[src/design/rpd_pkg.sv]
`timescale 1ns / 1ps
`default_nettype none
// ----------------------------------------------------------------------------
// Reflector pair detector package
// Shared widths, reset values and register indexes of the pair detector.
// ----------------------------------------------------------------------------
package rpd_pkg;

   localparam int COORD_BITS_DEF = 16;
   localparam int COUNT_BITS_DEF = 10;

   localparam int MIN_POINTS_W = 10;
   localparam int GAP_W        = 16;
   localparam int CSR_DATA_W   = 16;
   localparam int CSR_INDEX_W  = 2;

   // per-axis gap magnitude limit is 2^GAP_AXIS_BITS
   localparam int GAP_AXIS_BITS = 16;
   localparam int GAP_SQ_W      = 2 * GAP_AXIS_BITS;
   localparam int GAP_SUM_W     = GAP_SQ_W + 2;

   localparam logic [MIN_POINTS_W-1:0] MIN_POINTS_RST = MIN_POINTS_W'(5);
   localparam logic [GAP_W-1:0]        GAP_MIN_RST    = GAP_W'(380);
   localparam logic [GAP_W-1:0]        GAP_MAX_RST    = GAP_W'(410);

   localparam logic [GAP_SQ_W-1:0] GAP_MIN_SQ_RST = GAP_SQ_W'(380 * 380);
   localparam logic [GAP_SQ_W-1:0] GAP_MAX_SQ_RST = GAP_SQ_W'(410 * 410);

   typedef enum logic [CSR_INDEX_W-1:0] {
      CSR_MIN_POINTS = 2'd0,
      CSR_GAP_MIN    = 2'd1,
      CSR_GAP_MAX    = 2'd2
   } csr_index_type;

endpackage
`default_nettype wire

[src/design/reflector_pair_detector.sv]
`timescale 1ns / 1ps
`default_nettype none
// ----------------------------------------------------------------------------
// Reflector pair detector
// The result of a scan_end item is registered as the item leaves the input
// register. Throughput: one item per cycle; a scan_end item waits in the input
// register only while an earlier result is still held on the result channel.
// The gap squares are taken when a segment opens, so closing a segment needs
// only a three-term add and two compares.
// Reset: synchronous, clears scan state and loads default thresholds.
// ----------------------------------------------------------------------------
module reflector_pair_detector #(
   parameter int COORD_BITS = rpd_pkg::COORD_BITS_DEF,
   parameter int COUNT_BITS = rpd_pkg::COUNT_BITS_DEF
) (
   input  wire logic                                clock,
   input  wire logic                                reset,
   input  wire logic                                req_valid,
   output      logic                                req_ready,
   input  wire logic signed [COORD_BITS-1:0]        req_px,
   input  wire logic signed [COORD_BITS-1:0]        req_py,
   input  wire logic signed [COORD_BITS-1:0]        req_pz,
   input  wire logic                                req_reflective,
   input  wire logic                                req_scan_end,
   output      logic                                rsp_valid,
   input  wire logic                                rsp_ready,
   output      logic                                rsp_found,
   output      logic signed [COORD_BITS-1:0]        rsp_start_x,
   output      logic signed [COORD_BITS-1:0]        rsp_start_y,
   output      logic signed [COORD_BITS-1:0]        rsp_start_z,
   output      logic signed [COORD_BITS-1:0]        rsp_mid_x,
   output      logic signed [COORD_BITS-1:0]        rsp_mid_y,
   output      logic signed [COORD_BITS-1:0]        rsp_mid_z,
   output      logic signed [COORD_BITS-1:0]        rsp_end_x,
   output      logic signed [COORD_BITS-1:0]        rsp_end_y,
   output      logic signed [COORD_BITS-1:0]        rsp_end_z,
   input  wire logic                                csr_we,
   input  wire logic [rpd_pkg::CSR_INDEX_W-1:0]     csr_index,
   input  wire logic [rpd_pkg::CSR_DATA_W-1:0]      csr_wdata
);
   import rpd_pkg::*;

   localparam int MAG_W = (COORD_BITS > GAP_AXIS_BITS) ? COORD_BITS : GAP_AXIS_BITS;
   localparam int CMP_W = (COUNT_BITS > MIN_POINTS_W) ? COUNT_BITS : MIN_POINTS_W;

   // configuration
   logic [MIN_POINTS_W-1:0] min_points_ff;
   logic [GAP_SQ_W-1:0]     gap_lo_sq_ff;
   logic [GAP_SQ_W-1:0]     gap_hi_sq_ff;

   // input register
   logic                         in_valid_ff, in_valid_in;
   logic signed [COORD_BITS-1:0] in_p_ff [3];
   logic                         in_refl_ff;
   logic                         in_end_ff;

   // scan state
   logic [COUNT_BITS-1:0]        cur_count_ff, cur_count_in;
   logic signed [COORD_BITS-1:0] cur_first_ff [3];
   logic signed [COORD_BITS-1:0] cur_last_ff [3];
   logic                         prev_valid_ff, prev_valid_in;
   logic                         prev_big_ff, prev_big_in;
   logic signed [COORD_BITS-1:0] prev_first_ff [3];
   logic signed [COORD_BITS-1:0] prev_last_ff [3];
   logic                         match_latched_ff, match_latched_in;
   logic signed [COORD_BITS-1:0] match_start_ff [3];
   logic signed [COORD_BITS-1:0] match_mid_ff [3];
   logic signed [COORD_BITS-1:0] match_end_ff [3];
   logic [GAP_SQ_W-1:0]          gap_sq_ff [3];
   logic                         gap_far_ff;

   // result register
   logic                         rsp_valid_ff, rsp_valid_in;
   logic                         rsp_found_ff;
   logic signed [COORD_BITS-1:0] rsp_start_ff [3];
   logic signed [COORD_BITS-1:0] rsp_mid_ff [3];
   logic signed [COORD_BITS-1:0] rsp_end_ff [3];

   // combinational
   logic                         req_fire;
   logic                         out_free;
   logic                         advance;
   logic                         seg_start;
   logic                         seg_close;
   logic                         seg_big;
   logic                         gap_ok;
   logic                         pair_hit;
   logic                         found_in;
   logic [GAP_SUM_W-1:0]         gap_sum;
   logic signed [COORD_BITS:0]   diff [3];
   logic [COORD_BITS:0]          mag_full [3];
   logic [MAG_W-1:0]             mag [3];
   logic [GAP_SQ_W-1:0]          sq_in [3];
   logic [2:0]                   far_axis;
   logic [COORD_BITS:0]          mid_sum [3];
   logic signed [COORD_BITS-1:0] mid_in [3];
   logic signed [COORD_BITS-1:0] sel_start [3];
   logic signed [COORD_BITS-1:0] sel_mid [3];
   logic signed [COORD_BITS-1:0] sel_end [3];

   assign req_fire  = req_valid && req_ready;
   assign out_free  = !rsp_valid_ff || rsp_ready;
   assign advance   = in_valid_ff && (!in_end_ff || out_free);
   assign req_ready = !in_valid_ff || advance;

   assign seg_start = in_refl_ff && (cur_count_ff == '0);
   assign seg_close = !in_refl_ff && (cur_count_ff != '0);
   assign seg_big   = CMP_W'(cur_count_ff) > CMP_W'(min_points_ff);

   assign gap_sum = GAP_SUM_W'(gap_sq_ff[0]) + GAP_SUM_W'(gap_sq_ff[1])
                  + GAP_SUM_W'(gap_sq_ff[2]);
   assign gap_ok  = !gap_far_ff && (gap_sum > GAP_SUM_W'(gap_lo_sq_ff))
                  && (gap_sum < GAP_SUM_W'(gap_hi_sq_ff));

   assign pair_hit = seg_close && !match_latched_ff && prev_valid_ff && prev_big_ff
                   && seg_big && gap_ok;
   assign found_in = match_latched_ff || pair_hit;

   // gap from the earlier segment's last point to the opening point
   always_comb begin
      for (int i = 0; i < 3; i++) begin
         diff[i]     = {prev_last_ff[i][COORD_BITS-1], prev_last_ff[i]}
                     - {in_p_ff[i][COORD_BITS-1], in_p_ff[i]};
         mag_full[i] = diff[i][COORD_BITS] ? (COORD_BITS+1)'(-diff[i])
                                           : (COORD_BITS+1)'(diff[i]);
         mag[i]      = MAG_W'(mag_full[i][COORD_BITS-1:0]);
         far_axis[i] = (mag[i] >> GAP_AXIS_BITS) != '0;
         sq_in[i]    = GAP_SQ_W'(mag[i][GAP_AXIS_BITS-1:0])
                     * GAP_SQ_W'(mag[i][GAP_AXIS_BITS-1:0]);
         mid_sum[i]  = {prev_last_ff[i][COORD_BITS-1], prev_last_ff[i]}
                     + {cur_first_ff[i][COORD_BITS-1], cur_first_ff[i]};
         mid_in[i]   = mid_sum[i][COORD_BITS:1];
         sel_start[i] = pair_hit ? prev_first_ff[i] : match_start_ff[i];
         sel_mid[i]   = pair_hit ? mid_in[i] : match_mid_ff[i];
         sel_end[i]   = pair_hit ? cur_last_ff[i] : match_end_ff[i];
      end
   end

   always_comb begin
      in_valid_in      = in_valid_ff;
      cur_count_in     = cur_count_ff;
      prev_valid_in    = prev_valid_ff;
      prev_big_in      = prev_big_ff;
      match_latched_in = match_latched_ff;
      rsp_valid_in     = rsp_valid_ff && !rsp_ready;
      if (advance) begin
         in_valid_in = 1'b0;
         if (in_refl_ff) begin
            if (cur_count_ff != '1) begin
               cur_count_in = cur_count_ff + COUNT_BITS'(1);
            end
         end else if (seg_close) begin
            cur_count_in  = '0;
            prev_valid_in = 1'b1;
            prev_big_in   = seg_big;
         end
         if (pair_hit) begin
            match_latched_in = 1'b1;
         end
         if (in_end_ff) begin
            cur_count_in     = '0;
            prev_valid_in    = 1'b0;
            prev_big_in      = 1'b0;
            match_latched_in = 1'b0;
            rsp_valid_in     = 1'b1;
         end
      end
      if (req_fire) begin
         in_valid_in = 1'b1;
      end
   end

   always_ff @(posedge clock) begin
      if (reset) begin
         min_points_ff    <= MIN_POINTS_RST;
         gap_lo_sq_ff     <= GAP_MIN_SQ_RST;
         gap_hi_sq_ff     <= GAP_MAX_SQ_RST;
         in_valid_ff      <= 1'b0;
         cur_count_ff     <= '0;
         prev_valid_ff    <= 1'b0;
         prev_big_ff      <= 1'b0;
         match_latched_ff <= 1'b0;
         rsp_valid_ff     <= 1'b0;
      end else begin
         in_valid_ff      <= in_valid_in;
         cur_count_ff     <= cur_count_in;
         prev_valid_ff    <= prev_valid_in;
         prev_big_ff      <= prev_big_in;
         match_latched_ff <= match_latched_in;
         rsp_valid_ff     <= rsp_valid_in;
         if (csr_we) begin
            unique case (csr_index)
               CSR_MIN_POINTS: begin
                  min_points_ff <= csr_wdata[MIN_POINTS_W-1:0];
               end
               CSR_GAP_MIN: begin
                  gap_lo_sq_ff <= GAP_SQ_W'(csr_wdata[GAP_W-1:0])
                                * GAP_SQ_W'(csr_wdata[GAP_W-1:0]);
               end
               CSR_GAP_MAX: begin
                  gap_hi_sq_ff <= GAP_SQ_W'(csr_wdata[GAP_W-1:0])
                                * GAP_SQ_W'(csr_wdata[GAP_W-1:0]);
               end
               default: begin
               end
            endcase
         end
      end
   end

   always_ff @(posedge clock) begin
      if (req_fire) begin
         in_p_ff[0] <= req_px;
         in_p_ff[1] <= req_py;
         in_p_ff[2] <= req_pz;
         in_refl_ff <= req_reflective;
         in_end_ff  <= req_scan_end;
      end
      if (advance && seg_start) begin
         cur_first_ff <= in_p_ff;
         gap_sq_ff    <= sq_in;
         gap_far_ff   <= |far_axis;
      end
      if (advance && in_refl_ff) begin
         cur_last_ff <= in_p_ff;
      end
      if (advance && seg_close) begin
         prev_first_ff <= cur_first_ff;
         prev_last_ff  <= cur_last_ff;
      end
      if (advance && pair_hit) begin
         match_start_ff <= prev_first_ff;
         match_mid_ff   <= mid_in;
         match_end_ff   <= cur_last_ff;
      end
      if (advance && in_end_ff) begin
         rsp_found_ff <= found_in;
         for (int i = 0; i < 3; i++) begin
            rsp_start_ff[i] <= found_in ? sel_start[i] : '0;
            rsp_mid_ff[i]   <= found_in ? sel_mid[i] : '0;
            rsp_end_ff[i]   <= found_in ? sel_end[i] : '0;
         end
      end
   end

   assign rsp_valid   = rsp_valid_ff;
   assign rsp_found   = rsp_found_ff;
   assign rsp_start_x = rsp_start_ff[0];
   assign rsp_start_y = rsp_start_ff[1];
   assign rsp_start_z = rsp_start_ff[2];
   assign rsp_mid_x   = rsp_mid_ff[0];
   assign rsp_mid_y   = rsp_mid_ff[1];
   assign rsp_mid_z   = rsp_mid_ff[2];
   assign rsp_end_x   = rsp_end_ff[0];
   assign rsp_end_y   = rsp_end_ff[1];
   assign rsp_end_z   = rsp_end_ff[2];

   a_end_gives_result: assert property (@(posedge clock) disable iff (reset)
      advance && in_end_ff |=> rsp_valid_ff)
      else $error("scan end item produced no result");

   a_end_clears_scan: assert property (@(posedge clock) disable iff (reset)
      advance && in_end_ff |=> cur_count_ff == '0 && !match_latched_ff && !prev_valid_ff)
      else $error("scan state not cleared at scan end");

   a_match_holds: assert property (@(posedge clock) disable iff (reset)
      match_latched_ff && !(advance && in_end_ff) |=> match_latched_ff)
      else $error("latched match lost within scan");

   a_big_needs_prev: assert property (@(posedge clock) disable iff (reset)
      prev_big_ff |-> prev_valid_ff)
      else $error("previous segment size flag without a previous segment");

   a_no_match_zero: assert property (@(posedge clock) disable iff (reset)
      rsp_valid_ff && !rsp_found_ff |-> rsp_start_ff[0] == '0 && rsp_mid_ff[1] == '0
                                         && rsp_end_ff[2] == '0)
      else $error("result without match carries coordinates");

endmodule
`default_nettype wire

[config.mk]
export PLATFORM = sky130hd
export DESIGN_NAME = reflector_pair_detector
export DESIGN_NICKNAME = d
export VERILOG_FILES = /design/src/design/rpd_pkg.sv /design/src/design/reflector_pair_detector.sv
export SDC_FILE = /design/constraint.sdc
export NUM_CORES = 2
export LEC_CHECK = 0
export BUFFER_PORTS_ARGS = -buffer_cell sky130_fd_sc_hd__buf_2
export CORE_MARGIN = 3
export CORE_UTILIZATION = 60
export DETAILED_ROUTE_END_ITERATION = 7
export MAX_ROUTING_LAYER = met4
export PLACE_DENSITY = 0.78
export SLEW_MARGIN = 15
export SYNTH_ARGS = -nofsm -noshare
export SYNTH_HDL_FRONTEND = slang
export SYNTH_SLANG_ARGS = --single-unit
export TNS_END_PERCENT = 30
[constraint.sdc]
create_clock -name clock -period 10.8 [get_ports clock]
set_clock_uncertainty 0.2 [all_clocks]
set_input_delay 0.54 -clock clock [delete_from_list [all_inputs] [get_ports clock]]
set_output_delay 0.54 -clock clock [all_outputs]
set_load 0.02 [all_outputs]
Word level (Yosys, flattened, before mapping)
Memories as Yosys holds them, arrays and structs flattened.
Index checks and enable logic that the tools add are counted.

storage, ports and cells
  memory bits (writable) = 144
  memories = 3
  logic and storage cells = 144
  output and inout bits = 147
  register bits after elaboration = 572
  input port bits = 73

operators by class
  multiplexer cells = 39
  $add $sub $neg = 12
  magnitude comparators = 3
  reduce and logical (&&, ||, !) cells = 39
  equal/unequal tests = 5
  $mul = 4

memories
  memory        depth  bits a word  rd ports  clocked after Yosys merged registers in  write ports  RTL line                       text
  rsp_end_ff    3      16           3         0                                        3            reflector_pair_detector.sv:77  logic signed [COORD_BITS-1:0] rsp_end_ff [3];
  rsp_mid_ff    3      16           3         0                                        3            reflector_pair_detector.sv:76  logic signed [COORD_BITS-1:0] rsp_mid_ff [3];
  rsp_start_ff  3      16           3         0                                        3            reflector_pair_detector.sv:75  logic signed [COORD_BITS-1:0] rsp_start_ff [3];

operator list
  operator                 count
  $mux W16                 21
  $mul A16 B16 Y32         4
  $add A16 B16 Y17         3
  $sub A16 B16 Y17         3
  $neg A16 Y16             3
  $mux W10                 4
  $add A33 B32 Y34         1
  $gt A34 B32 Y1           1
  $lt A34 B32 Y1           1
  $add A32 B32 Y33         1
  $logic_and A1 B1 Y1      16
  $mux W1                  14
  $add A10 B1 Y10 const B  1
  $gt A10 B10 Y1           1
  $logic_not A10 Y1        1
  $ne A10 B10 Y1 const B   1
  $reduce_bool A10 Y1      1
  $reduce_and A2 Y1        4
  $logic_not A1 Y1         6
  $reduce_and A3 Y1        2
  $reduce_bool A2 Y1       3
  $logic_or A1 B1 Y1       4
  $ne A3 B1 Y1 const B     1
  $reduce_bool A3 Y1       1
  other kinds (4)          4

Depth between registers and ports, before layout
  depth in word-level cells = 9
  gate-level depth with buffers = 39
  mapped depth without buffers = 37

Least setup slack after synthesis
No wires, ideal clock.

  kind = reg-to-reg
  start = register gap_sq_ff[3] (netlist bit)
  end = register match_end_ff[0] (netlist bit) (enable)
  clock period less this slack = 9.438 ns
  slack = 1.362 ns
  arrival time = 8.718 ns
  path buffers = 2
  stages on the path, launching flop included = 23
  setup time = 0.520 ns
  data required time = 10.080 ns
  cells stage by stage = edfxtp_1 -> fa_1 -> ha_1 -> a21oi_1 -> o21ai_1 -> a2111oi_2 -> o221ai_1 -> a221oi_2 -> o21ai_1 -> a21boi_0 -> o21ai_0 -> and4_1 -> a311o_1 -> ha_1 -> a21o_1 -> a2111oi_0 -> o211ai_1 -> nor4_1 -> nand3_1 -> a2111oi_4 -> buf_2 -> buf_2 -> and2_1

on the way
  cells in the longest elaborated chain, start to end = 5
  elaborated cells between the ends (all ways) = 6
  classes of those cells = 1 x add/sub; 2 x order compare; 3 x reduce/logical

RTL lines
  item                                              RTL line                                                        text
  start, declared                                   reflector_pair_detector.sv:69                                   logic [GAP_SQ_W-1:0] gap_sq_ff [3];
  start signal, assigned                            reflector_pair_detector.sv:221                                  gap_sq_ff <= sq_in;
  $add A33 B32 Y34 *                                reflector_pair_detector.sv:111                                  + GAP_SUM_W'(gap_sq_ff[2]);
  $gt A34 B32 Y1 or $lt A34 B32 Y1 (tied branches)  reflector_pair_detector.sv:112, reflector_pair_detector.sv:113
  $logic_and A1 B1 Y1 *                             reflector_pair_detector.sv:113                                  && (gap_sum < GAP_SUM_W'(gap_hi_sq_ff));
  $logic_and A1 B1 Y1 *                             reflector_pair_detector.sv:116                                  && seg_big && gap_ok;
  $logic_and A1 B1 Y1 *                             reflector_pair_detector.sv:231                                  if (advance && pair_hit) begin
  end signal, assigned                              reflector_pair_detector.sv:234                                  match_end_ff <= cur_last_ff;
  end, declared                                     reflector_pair_detector.sv:68                                   logic signed [COORD_BITS-1:0] match_end_ff [3];

Mark *: on every way between the ends. The rest lies on a longest branch, timed or not.
A chain may end at the register's enable or synchronous reset.

==> summary.txt <==
STA
  – Slew @ Worst Pin: 1.142 ns
  – Final setup fails: 0
  – Crit share post-route: 0.9467
  – Setup TNS Final: 0 ns
  – Fmax: ~98 MHz
  – Rel. slew slack: 0.2293
  – Max-slew violations: 0
  – Final Hold Viols: 0
  – Final min period: roughly 10 ns
  – RSZ-0062 raised after global routing: no

Global route
  – Vias in the first global route: ~44000
  – GRT Resource Usage Total: 0.2998
  – GRT overflow: 0
  – Largest net degree at the start of global routing: 84
  – Initial antenna violation count: 4
  – First-pass GRT wire length: 242100 um

Yosys
  – Largest cells by area after synthesis: edfxtp_1, fa_1, ha_1
  – Mapped Cells: 5795
  – Main synth FF type: edfxtp_1
  – Syn avg cell area: approximately 11 sq um
  – Count of unique library cells instantiated by Yosys: between 90 and 100
  – Yosys warnings: 0
  – Async S/R FF share, synth: 0
  – Post-synth EDFFs: approximately 620
  – Synth area leader: edfxtp_1
  – Area share of the largest cell type after synthesis: 0.3059
  – Post-synthesis register bit count: 711
  – Netlist Area Pre-Place: 61250 sq um
  – Sequential-to-total area share from yosys stat: 0.3344

Floorplan
  – Die span in x: about 330 um
  – Core Area: 100700 sq um
  – # IOs: 220
  – Row Count: 116
  – Initial Utilization: 0.6080
  – Die Span Y: 325.5 um
  – Total Die Area: 105900 sq um

Finish
  – Final std cells w/o fill: 7507
  – Layout area overhead: 9.814%
  – Post-layout util: 0.6677
  – Layout cells sized above 1: 0.07840
  – Layout Nets: 7437

Critical path
  – Crit path launch type: flip-flop
  – Worst reg-to-reg path cell count: 29
  – CP bufs+invs: 3
  – Reg-to-Reg End: gap_sq_ff[95]
  – Crit-path max FO: 11
  – Crit-path slowest cell: xnor2_1
  – Top Family by Delay on Critical Path: adder cells
  – Most used cell, CP: fa_1
  – CP Capture Type: flip-flop
  – R2R setup slack: 0.58 ns
  – Crit Path Class: reg2reg
  – Slowest stage delay, CP: approximately 0.8 ns
  – Arrival time worst endpoint: 10.42 ns
  – Worst EP required: 10.99 ns
  – Worst R2R Start: prev_last_ff[32]

Detailed routing
  – DRC viols: 0
  – ANT nets after route: 0
  – Drt pass-1 iters: 6
  – Vias: 43370
  – Routed WL per cell: slightly above 20 um
  – Via density: slightly below 6
  – DRT iter0 DRCs: between 3000 and 4000
  – Routed WL: 151800 um

Placement
  – Final HPWL DP: around 120000 um
  – # placed instances: ~7300
  – RePlAce Congestion: 1.017
  – Port-buffer cells: 219

Clocking
  – TritonCTS Buffers: 74
  – CTS sink cnt: 711
  – CTS max path bufs: 3
  – Clock slew at reported path FFs: 0.06 ns
  – Htree depth: 3
  – Post-CTS Resized: 0
  – Post-CTS setup buffers: 0
  – CTS tree: built
  – Clock root cell: clkbuf_16
  – CTS Hold Bufs: 51
  – Worst-Skew Late Latency: between 0.6 and 0.7 ns

Min path
  – HP Class: in2reg
  – Hold path depth: 3
  – Hold EP: gap_hi_sq_ff[0]
  – Min-delay src: csr_wdata[0]

Flow run
  – Max Cap Viol: 0

Run status
  – Status: finished, final reports clean
layout by cell type (no fill, tap or decap), types with 24 or more instances in the layout:
cell	count
nand2b_1	49
fa_1	688
o21ai_0	147
dfxtp_1	86
clkbuf_16	75
a21oi_1	231
nor2_1	465
nand3_1	66
a22o_1	140
or3_1	39
a31oi_1	33
a21o_1	90
buf_4	75
and3_1	32
inv_1	1093
edfxtp_1	624
and2_1	61
ha_1	589
dlygate4sd3_1	51
buf_2	219
xnor2_1	166
o21a_1	44
clkinv_1	25
nor2b_1	33
o21bai_1	24
nor3_1	80
xor2_1	84
o211ai_1	24
nand2_1	450
kinds of logic (layout without fill, tap and decap cells):
group,count (synthesis),in the layout,synth area share
compound gates,913,913,0.1023
xor+xnor,253,253,0.03675
fa+ha+maj,1277,1277,0.3452
buf+inv,1247,1599,0.07677
flops,711,711,0.3344
mux,6,6,0.001083
other cells,2,5,0.0001226
simple gates,1386,1386,0.1033
Yosys cell counts (14+ instances only):
cell type,number
ha_1,589
or3_1,39
a21oi_1,231
or2_2,16
a21boi_0,14
buf_2,17
a211o_1,17
nand4_1,19
nor2b_1,33
edfxtp_1,624
dfxtp_1,87
clkbuf_1,110
o21ai_0,147
a21o_1,90
clkinv_1,17
fa_1,688
xnor2_1,166
nor2_1,466
a211oi_1,15
nand3_1,66
inv_1,1094
and2_1,64
xor2_1,84
and3_1,32
a22o_1,140
nor3_1,80
o211ai_1,24
o21bai_1,24
nand2_1,450
o21a_1,44
a31oi_1,34
nand2b_1,49
per-layer routing:
| metal | part of all wire | global-route usage | wire length [um] |
|---|---|---|---|
| met5 | 0 | - | 0 |
| met4 | 0.027 | 0.08327 | 4138 |
| met3 | 0.085 | 0.04936 | 12970 |
| met2 | 0.47 | 0.4708 | 71210 |
| met1 | 0.42 | 0.4083 | 63510 |
area by class of cell:
cell class	count	area (sq um)
multi-input combinational	3838	36110
tap	1357	1698
antenna	2	5.005
sequential	711	20480
clock buffer	87	1932
fill	7558	33470
timing repair buffer	348	2230
inverter	1114	4182
clock inverter	50	618.1
stage by stage:
step                      hold slack, ns  worst slack, ns  instance area, sq um
after global routing              0.1649          0.01223                 67260
final                             0.1740           0.5758                 67260
after CTS                         0.1373           0.7386                 67250
after floorplan                   0.2273            1.362                 61250
after global placement            0.2325           0.8112                 64190
after detailed placement          0.2393           0.7728                 64190
registers in the layout, indices dropped and copies added, names as in the netlist, 48 cells and up:
name and count:
rsp_mid_ff 48, match_start_ff 48, in_p_ff 48, rsp_end_ff 48, gap_sq_ff 93, cur_last_ff 48, cur_first_ff 48, rsp_start_ff 48
match_mid_ff 48, match_end_ff 48, prev_last_ff 48, prev_first_ff 48
worst max-delay path by stage:
stage / from / end / slack (ns) / depth (start not counted)
final: prev_last_ff[32] / gap_sq_ff[95] / 0.58 / 29
after detailed placement: in_p_ff[16] / gap_sq_ff[63] / 0.77 / 33
after floorplan: gap_sq_ff[3] / match_end_ff[0] / 1.36 / 22
after global placement: in_p_ff[32] / gap_sq_ff[95] / 0.81 / 28
after CTS: in_p_ff[16] / gap_sq_ff[63] / 0.74 / 33
after global routing: in_p_ff[16] / gap_sq_ff[63] / 0.01 / 35
tightest hold or removal path: stages:
cell     delay [ns]
buf_2          0.24
nand2_1        0.11
a21oi_1        0.06
Power is left out: the tool's default activity adds up to more than one toggle a clock period on the data nets, which glitch-free logic cannot reach.
